### src/rtl/ip_address_routability_check_defines.svh
// Assertion macros shared by the routability check RTL.
`ifndef IP_ADDRESS_ROUTABILITY_CHECK_DEFINES_SVH
`define IP_ADDRESS_ROUTABILITY_CHECK_DEFINES_SVH

// Same-cycle implication, checked on clk and disabled while rst_n is low.
`define IPARC_ASSERT_SAME(label, ante, cons) \
    label: assert property (@(posedge clk) disable iff (!rst_n) (ante) |-> (cons)) \
        else $error("routability check: property violated");

// Next-cycle implication, checked on clk and disabled while rst_n is low.
`define IPARC_ASSERT_NEXT(label, ante, cons) \
    label: assert property (@(posedge clk) disable iff (!rst_n) (ante) |=> (cons)) \
        else $error("routability check: property violated");

`endif

### src/rtl/iparc_pkg.sv
// Types and constants shared by the routability check modules.
package iparc_pkg;

    // Address kind codes; codes 6 and 7 are unassigned.
    localparam logic [2:0] KIND_IPV4   = 3'd0;
    localparam logic [2:0] KIND_IPV6   = 3'd1;
    localparam logic [2:0] KIND_TOR_V3 = 3'd2;
    localparam logic [2:0] KIND_DNS    = 3'd3;
    localparam logic [2:0] KIND_WS     = 3'd4;
    localparam logic [2:0] KIND_TOR_V2 = 3'd5;

    localparam int unsigned ADDR_BYTES = 16;

    // IPv6 prefix bytes.
    localparam logic [7:0] BYTE_ZERO    = 8'h00;
    localparam logic [7:0] BYTE_ONES    = 8'hFF;
    localparam logic [7:0] NAT64_B1     = 8'h64;
    localparam logic [7:0] NAT64_B3     = 8'h9B;
    localparam logic [7:0] V6_2X_B0     = 8'h20;
    localparam logic [7:0] SIX2FOUR_B1  = 8'h02;
    localparam logic [7:0] V6_2001_B1   = 8'h01;
    localparam logic [7:0] DOC_B2       = 8'h0D;
    localparam logic [7:0] DOC_B3       = 8'hB8;
    localparam logic [7:0] LLOCAL_B0    = 8'hFE;
    localparam logic [7:0] LLOCAL_B1    = 8'h80;
    localparam logic [7:0] ULA_MASK     = 8'hFE;
    localparam logic [7:0] ULA_B0       = 8'hFC;
    localparam logic [7:0] ORCHID_MASK  = 8'hF0;
    localparam logic [7:0] ORCHID_B3    = 8'h10;

    // IPv4 octet values.
    localparam logic [7:0] V4_LOOP      = 8'd127;
    localparam logic [7:0] V4_ZERO      = 8'd0;
    localparam logic [7:0] V4_ONES      = 8'd255;
    localparam logic [7:0] V4_TEN       = 8'd10;
    localparam logic [7:0] V4_172       = 8'd172;
    localparam logic [7:0] V4_192       = 8'd192;
    localparam logic [7:0] V4_168       = 8'd168;
    localparam logic [7:0] V4_198       = 8'd198;
    localparam logic [7:0] V4_169       = 8'd169;
    localparam logic [7:0] V4_254       = 8'd254;
    localparam logic [7:0] V4_100       = 8'd100;
    localparam logic [7:0] V4_203       = 8'd203;

    // Decoded view of one address handed from unwrap to judge.
    typedef struct packed {
        logic       use_v4;
        logic [7:0] oct_a;
        logic [7:0] oct_b;
        logic [7:0] oct_c;
        logic [7:0] oct_d;
        logic       v6_loop;
        logic       v6_bad;
    } addr_info_t;

endpackage

### src/rtl/iparc_unwrap.sv
// Address unwrap: finds embedded IPv4 forms and flags reserved IPv6 ranges.
module iparc_unwrap (
    input  logic [2:0]               addr_kind,
    input  logic [63:0]              addr_bytes_upper,
    input  logic [63:0]              addr_bytes_lower,
    output iparc_pkg::addr_info_t    info
);
    import iparc_pkg::*;

    logic [7:0] b [ADDR_BYTES];
    logic       zero_0_8;
    logic       zero_8_10;
    logic       zero_4_8;
    logic       zero_8_12;
    logic       zero_12_15;
    logic       zero_2_8;
    logic       is_mapped;
    logic       is_nat64;
    logic       is_siit;
    logic       is_6to4;
    logic       embed_12;
    logic       v6_zero;
    logic       v6_doc;
    logic       v6_llocal;
    logic       v6_ula;
    logic       v6_orchid;

    // Split the two words into bytes, byte 0 most significant.
    always_comb
    begin
        for (int i = 0; i < 8; i++)
        begin
            b[i]     = addr_bytes_upper[63 - 8*i -: 8];
            b[i + 8] = addr_bytes_lower[63 - 8*i -: 8];
        end
    end

    // Zero tests over byte ranges.
    assign zero_0_8   = (addr_bytes_upper == 64'd0);
    assign zero_2_8   = (addr_bytes_upper[47:0] == 48'd0);
    assign zero_4_8   = (addr_bytes_upper[31:0] == 32'd0);
    assign zero_8_10  = (addr_bytes_lower[63:48] == 16'd0);
    assign zero_8_12  = (addr_bytes_lower[63:32] == 32'd0);
    assign zero_12_15 = (addr_bytes_lower[31:8] == 24'd0);

    // Embedding IPv6 forms.
    assign is_mapped = zero_0_8 && zero_8_10 && (b[10] == BYTE_ONES) && (b[11] == BYTE_ONES);
    assign is_nat64  = (b[0] == BYTE_ZERO) && (b[1] == NAT64_B1) && (b[2] == BYTE_ONES)
                       && (b[3] == NAT64_B3) && zero_4_8 && zero_8_12;
    assign is_siit   = zero_0_8 && (b[8] == BYTE_ONES) && (b[9] == BYTE_ONES)
                       && (b[10] == BYTE_ZERO) && (b[11] == BYTE_ZERO);
    assign is_6to4   = (b[0] == V6_2X_B0) && (b[1] == SIX2FOUR_B1);
    assign embed_12  = is_mapped || is_nat64 || is_siit;

    // Reserved native IPv6 ranges.
    assign v6_zero   = zero_0_8 && zero_8_12 && zero_12_15 && (b[15] == BYTE_ZERO);
    assign v6_doc    = (b[0] == V6_2X_B0) && (b[1] == V6_2001_B1) && (b[2] == DOC_B2)
                       && (b[3] == DOC_B3);
    assign v6_llocal = (b[0] == LLOCAL_B0) && (b[1] == LLOCAL_B1) && zero_2_8;
    assign v6_ula    = ((b[0] & ULA_MASK) == ULA_B0);
    assign v6_orchid = (b[0] == V6_2X_B0) && (b[1] == V6_2001_B1) && (b[2] == BYTE_ZERO)
                       && ((b[3] & ORCHID_MASK) == ORCHID_B3);

    // Pick the octets that the IPv4 rules will see.
    always_comb
    begin
        info.v6_loop = zero_0_8 && zero_8_12 && zero_12_15 && (b[15] == 8'd1);
        info.v6_bad  = v6_zero || v6_doc || v6_llocal || v6_ula || v6_orchid;
        info.use_v4  = (addr_kind == KIND_IPV4)
                       || ((addr_kind == KIND_IPV6) && (embed_12 || is_6to4));
        if (addr_kind == KIND_IPV4)
        begin
            info.oct_a = b[0];
            info.oct_b = b[1];
            info.oct_c = b[2];
            info.oct_d = b[3];
        end
        else if (is_6to4)
        begin
            info.oct_a = b[2];
            info.oct_b = b[3];
            info.oct_c = b[4];
            info.oct_d = b[5];
        end
        else
        begin
            info.oct_a = b[12];
            info.oct_b = b[13];
            info.oct_c = b[14];
            info.oct_d = b[15];
        end
    end

endmodule

### src/rtl/iparc_judge.sv
// Final judgment: applies IPv4 rules or IPv6 flags and the kind decode.
module iparc_judge (
    input  logic [2:0]            addr_kind,
    input  logic                  allow_loopback,
    input  iparc_pkg::addr_info_t info,
    output logic                  routable
);
    import iparc_pkg::*;

    logic v4_loop;
    logic v4_bad;
    logic v4_ok;
    logic v6_ok;
    logic ip_ok;

    // IPv4 loopback and reserved ranges.
    always_comb
    begin
        v4_loop = (info.oct_a == V4_LOOP) || (info.oct_a == V4_ZERO);
        v4_bad  = ((info.oct_a == V4_ONES) && (info.oct_b == V4_ONES)
                   && (info.oct_c == V4_ONES) && (info.oct_d == V4_ONES))
               || ((info.oct_a == V4_ZERO) && (info.oct_b == V4_ZERO)
                   && (info.oct_c == V4_ZERO) && (info.oct_d == V4_ZERO))
               || (info.oct_a == V4_TEN)
               || ((info.oct_a == V4_192) && (info.oct_b == V4_168))
               || ((info.oct_a == V4_172) && (info.oct_b[7:4] == 4'h1))
               || ((info.oct_a == V4_198) && (info.oct_b[7:1] == 7'd9))
               || ((info.oct_a == V4_169) && (info.oct_b == V4_254))
               || ((info.oct_a == V4_100) && (info.oct_b[7:6] == 2'b01))
               || ((info.oct_a == V4_192) && (info.oct_b == 8'd0) && (info.oct_c == 8'd2))
               || ((info.oct_a == V4_198) && (info.oct_b == 8'd51) && (info.oct_c == 8'd100))
               || ((info.oct_a == V4_203) && (info.oct_b == 8'd0) && (info.oct_c == 8'd113))
               || v4_loop;
        v4_ok   = (allow_loopback && v4_loop) || !v4_bad;
        v6_ok   = (allow_loopback && info.v6_loop) || !(info.v6_bad || info.v6_loop);
        ip_ok   = info.use_v4 ? v4_ok : v6_ok;
    end

    // Kind decode: IP kinds take the check, other known kinds always pass.
    always_comb
    begin
        unique case (addr_kind)
            KIND_IPV4, KIND_IPV6:                       routable = ip_ok;
            KIND_TOR_V3, KIND_DNS, KIND_WS, KIND_TOR_V2: routable = 1'b1;
            default:                                    routable = 1'b0;
        endcase
    end

endmodule

### src/rtl/ip_address_routability_check.sv
// Top level of the address routability check: request and result registers.
//
// Channel   Direction  Handshake         Payload
// request   in         start, busy       addr_kind, addr_bytes_upper, addr_bytes_lower,
//                                         allow_loopback
// result    out        done              is_routable
//
// A request can be taken in every cycle that start is high; busy is always low.
// A taken request is captured in the request register; the unwrap and judge logic
// then load the result register from it, which raises done with the result.
// rst_n clears the valid flags of both registers at once.
// The result is shown for one cycle with done high; is_routable then holds it.

`include "ip_address_routability_check_defines.svh"

module ip_address_routability_check (
    input  logic        clk,
    input  logic        rst_n,
    input  logic        start,
    output logic        busy,
    input  logic [2:0]  addr_kind,
    input  logic [63:0] addr_bytes_upper,
    input  logic [63:0] addr_bytes_lower,
    input  logic        allow_loopback,
    output logic        done,
    output logic        is_routable
);
    import iparc_pkg::*;

    logic        accept;
    logic        in_vld_reg;
    logic [2:0]  kind_reg;
    logic [63:0] upper_reg;
    logic [63:0] lower_reg;
    logic        allow_reg;
    logic        done_reg;
    logic        routable_reg;
    logic        routable_next;
    addr_info_t  info;

    assign busy   = 1'b0;
    assign accept = start && !busy;

    // Request register valid flag.
    always_ff @(posedge clk or negedge rst_n)
    begin
        if (!rst_n)
        begin
            in_vld_reg <= 1'b0;
        end
        else
        begin
            in_vld_reg <= accept;
        end
    end

    // Request payload capture.
    always_ff @(posedge clk)
    begin
        if (accept)
        begin
            kind_reg  <= addr_kind;
            upper_reg <= addr_bytes_upper;
            lower_reg <= addr_bytes_lower;
            allow_reg <= allow_loopback;
        end
    end

    iparc_unwrap u_unwrap (
        .addr_kind        (kind_reg),
        .addr_bytes_upper (upper_reg),
        .addr_bytes_lower (lower_reg),
        .info             (info)
    );

    iparc_judge u_judge (
        .addr_kind      (kind_reg),
        .allow_loopback (allow_reg),
        .info           (info),
        .routable       (routable_next)
    );

    // Result strobe.
    always_ff @(posedge clk or negedge rst_n)
    begin
        if (!rst_n)
        begin
            done_reg <= 1'b0;
        end
        else
        begin
            done_reg <= in_vld_reg;
        end
    end

    // Result payload.
    always_ff @(posedge clk)
    begin
        if (in_vld_reg)
        begin
            routable_reg <= routable_next;
        end
    end

    assign done        = done_reg;
    assign is_routable = routable_reg;

    // Every taken request reaches the request register, then the result strobe.
    `IPARC_ASSERT_NEXT(a_accept_to_stage, accept, in_vld_reg)
    `IPARC_ASSERT_NEXT(a_stage_to_done, in_vld_reg, done_reg)
    // No result without a request in flight.
    `IPARC_ASSERT_NEXT(a_no_spurious_done, !in_vld_reg, !done_reg)
    // Non-IP kinds always come out routable.
    `IPARC_ASSERT_NEXT(a_nonip_routable,
        in_vld_reg && (kind_reg == KIND_TOR_V3 || kind_reg == KIND_DNS
                       || kind_reg == KIND_WS || kind_reg == KIND_TOR_V2),
        done_reg && routable_reg)

endmodule

### config.mk
export PLATFORM = sky130hd
export DESIGN_NAME = ip_address_routability_check
export DESIGN_NICKNAME = d
export VERILOG_FILES = /design/src/rtl/iparc_pkg.sv /design/src/rtl/iparc_unwrap.sv /design/src/rtl/iparc_judge.sv /design/src/rtl/ip_address_routability_check.sv
export VERILOG_INCLUDE_DIRS = /design/src /design/src/rtl
export SDC_FILE = /design/constraint.sdc
export NUM_CORES = 1
export LEC_CHECK = 0
export BUFFER_PORTS_ARGS = -buffer_cell sky130_fd_sc_hd__buf_2
export CAP_MARGIN = 5
export CORE_ASPECT_RATIO = 0.75
export CORE_MARGIN = 2
export CORE_UTILIZATION = 45
export CTS_BUF_LIST = sky130_fd_sc_hd__clkbuf_8 sky130_fd_sc_hd__clkbuf_16
export CTS_CLUSTER_SIZE = 40
export DETAILED_ROUTE_END_ITERATION = 10
export GPL_ROUTABILITY_DRIVEN = 1
export PLACE_DENSITY = 0.79
export SYNTH_ARGS = -nofsm -noshare
export SYNTH_HDL_FRONTEND = slang
export SYNTH_SLANG_ARGS = --single-unit
export TNS_END_PERCENT = 100
### constraint.sdc
create_clock -name clk -period 2.5 [get_ports clk]
set_input_delay 0.25 -clock clk [delete_from_list [all_inputs] [get_ports clk]]
set_output_delay 0.25 -clock clk [all_outputs]
set_load 0.05 [all_outputs]
==> impl_metrics.tcl <==
set metrics [dict create \
    die_width_um 133 \
    synth_top_area_share_pct 71.3 \
    synth.most_common_cell "edfxtp_1" \
    wirelength_um 17800 \
    cp_max_fo 6 \
    synth_edf_count 133 \
    worstSetupStartpointType "flop" \
    violations "negative setup slack" \
    finalHoldViolations 0 \
    core_um2 12200 \
    fin_crit_sh_pct 123 \
    ys_top_cells_by_count "edfxtp_1 (133), nand4_1 (31), nor4_1 (31), nor2_1 (30), mux2i_1 (24)" \
    drv_cap 0 \
    setup_viol 1 \
    crit_required_ns 2.66 \
    placed_area_um2 7250 \
    period_minus_slack_ns 3.07 \
    grt_remaining_overflow 0 \
    final_area_um2 9050 \
    synth.area.top_cells "edfxtp_1 (71%), mux2i_1 (4.3%), nand4_1 (3.5%)" \
    yosysUniqueCellTypes 44 \
    drv_slew 0 \
    port_buffers 136 \
    final_core_util_pct 74.0 \
    area_growth_pct 61.5 \
    path_class "reg -> reg" \
    ios 138 \
    synthCells 373 \
    cts.path.max_buffers 2 \
    gp_congestion 0.936 \
    tritoncts "yes" \
    final_cells 904 \
    ys.flop_type "edfxtp_1" \
    cts.sinks 135 \
    dp.cells 768 \
    die_h_um 101 \
    detailroute.via_count 4907 \
    rsz0062_at_grt "true" \
    cts-root-buf "clkbuf_16" \
    clkSlewWorstSetupHoldPaths_ns 0.07 \
    antenna_cells 0 \
    leakage_nw 3.63 \
    fin_setup_tns_ns -0.574 \
    vias_per_cell 5.43 \
    grt_pass1_vias 5005 \
    ys_seq_elements 135 \
    post-synth-top-area-cell "edfxtp_1" \
    antenna_found_initial 0 \
    hold_path.class "in -> reg" \
    reg2reg_slack_ns -0.57 \
    drtIter0Drc 580 \
    ys_seq_area_share_pct 72.2 \
    async_flop_share_pct 1.48 \
    outcome "finished with violations" \
    yosys_warnings 0 \
    start_util_pct 45.8 \
    grt_max_degree 53 \
    wl_per_cell_um 19.7 \
    rows 35 \
    htreeDepth 4 \
    skew_ns 0.0207 \
    netlist_area_um2 5600 \
    fill_cells 746 \
    grt_usage_pct 25.9 \
    fin_nets 860 \
    power.density_nw_per_um2 672 \
    layout-drive-gt1-share_pct 42.5 \
    cp-end-kind "flop" \
    cp.arrival_ns 3.24 \
    die_area_um2 13400 \
    place_worst_setup_slack_ns -0.528 \
    synth_nets 508 \
    drt_pass1_iterations 7 \
    drtAntennaViolNets 0 \
    final.setup.worst_slack_ns -0.574 \
    drc 0 \
    avgSynthCellArea_um2 15.0 \
    dp_hpwl_um 11000 \
    clock_latency_ns 0.43 \
    numCtsBuffers 17 \
    clock.fmax_ghz 0.325 \
    grt_pass1_wl_um 26000 \
    peakVddDrop_mv 0.580 \
]
## kinds of logic after synthesis
kind of cell | count (synthesis) | synth area share, %
multiplexers | 30 | 5.49
AO/OA/AOI/OAI | 40 | 4.33
buffers and inverters | 11 | 1.27
flip-flops | 135 | 72.2
AND/OR/NAND/NOR | 156 | 16.6
other | 1 | 0.0669
## cell usage in the layout (no fill, tap or decap), types with 4 or more instances in the layout
| master | instances |
|---|---|
| nor4b_1 | 4 |
| nand2_1 | 11 |
| mux2i_1 | 17 |
| nor4_1 | 25 |
| a21oi_1 | 19 |
| nand4_1 | 31 |
| buf_4 | 107 |
| nand3_1 | 9 |
| nor3_1 | 14 |
| nor4_2 | 6 |
| a21o_1 | 5 |
| nor2_1 | 30 |
| inv_8 | 5 |
| edfxtp_1 | 133 |
| a21oi_2 | 4 |
| dlygate4sd3_1 | 94 |
| or4_1 | 4 |
| buf_12 | 4 |
| clkinv_8 | 5 |
| mux2i_2 | 5 |
| clkbuf_16 | 18 |
| buf_2 | 135 |
## power by group
group,switching [mW],internal [mW],total (mW)
Clock,1.15,1.35,2.50
Combinational,0.339,0.430,0.769
Sequential,0.117,2.69,2.81
## repair_timing
item                                    in CTS  in global routing
hold endpoints to repair                    81                 14
pin swaps                                    4                 13
setup buffers                                3                  6
gates resized for setup                      8                 24
endpoints found under the setup margin       1                  1
hold buffers                                80                 14
cloned                                       0                  1
## path summary, 6_finish.rpt
kind | depth (start not counted) | start | endpoint
max in group asynchronous | 2 | rst_n | in_vld_reg$_DFF_PN0_
setup / recovery | 12 | upper_reg[53]$_DFFE_PP_ | is_routable$_DFFE_PP_
setup reg to reg | 12 | upper_reg[53]$_DFFE_PP_ | is_routable$_DFFE_PP_
hold / removal | 1 | addr_bytes_lower[33] | lower_reg[33]$_DFFE_PP_
min in group asynchronous | 2 | rst_n | done$_DFF_PN0_
hold reg to reg | 0 | in_vld_reg$_DFF_PN0_ | done$_DFF_PN0_
## area by class of cell
cell class | count | area, um2 | share of cell area, %
clock inverter | 15 | 180 | 1.99
multi-input combinational | 227 | 1650 | 18.2
timing repair buffer | 342 | 2540 | 28.0
inverter | 2 | 7.51 | 0.0830
clock buffer | 17 | 425 | 4.70
sequential | 135 | 4040 | 44.7
tap | 166 | 208 | 2.30
## routing by layer
metal / part of all wire, % / GRT usage (%) / up-vias
li1: - / - / 2249
met1: 40 / 32.9 / 2336
met2: 50 / 43.5 / 275
met3: 7.9 / 7.09 / 47
met4: 2.5 / 8.93 / 0
met5: 0 / 0 / -
## critical path, stage by stage (launching register included)
cell and delay [ns]:
edfxtp_1 0.41, nor4b_1 0.40, nand4_1 0.14, buf_4 0.17, buf_12 0.14, buf_4 0.16
mux2i_1 0.30, a21o_1 0.21, and3_4 0.19, nand2_1 0.05, nor3_1 0.29, o21ai_1 0.10
a32o_1 0.26
## stage by stage
| step | total power, mW | hold WS (ns) |
|---|---|---|
| detailed placement | 3.42 | 0.0390 |
| CTS | 5.99 | 0.000274 |
| global route | 6.26 | -0.00615 |
| global placement | 3.40 | 0.0348 |
| finish | 6.08 | 0.0104 |
| floorplan | 2.99 | -0.0456 |
Power figures use the tool's default switching activity.
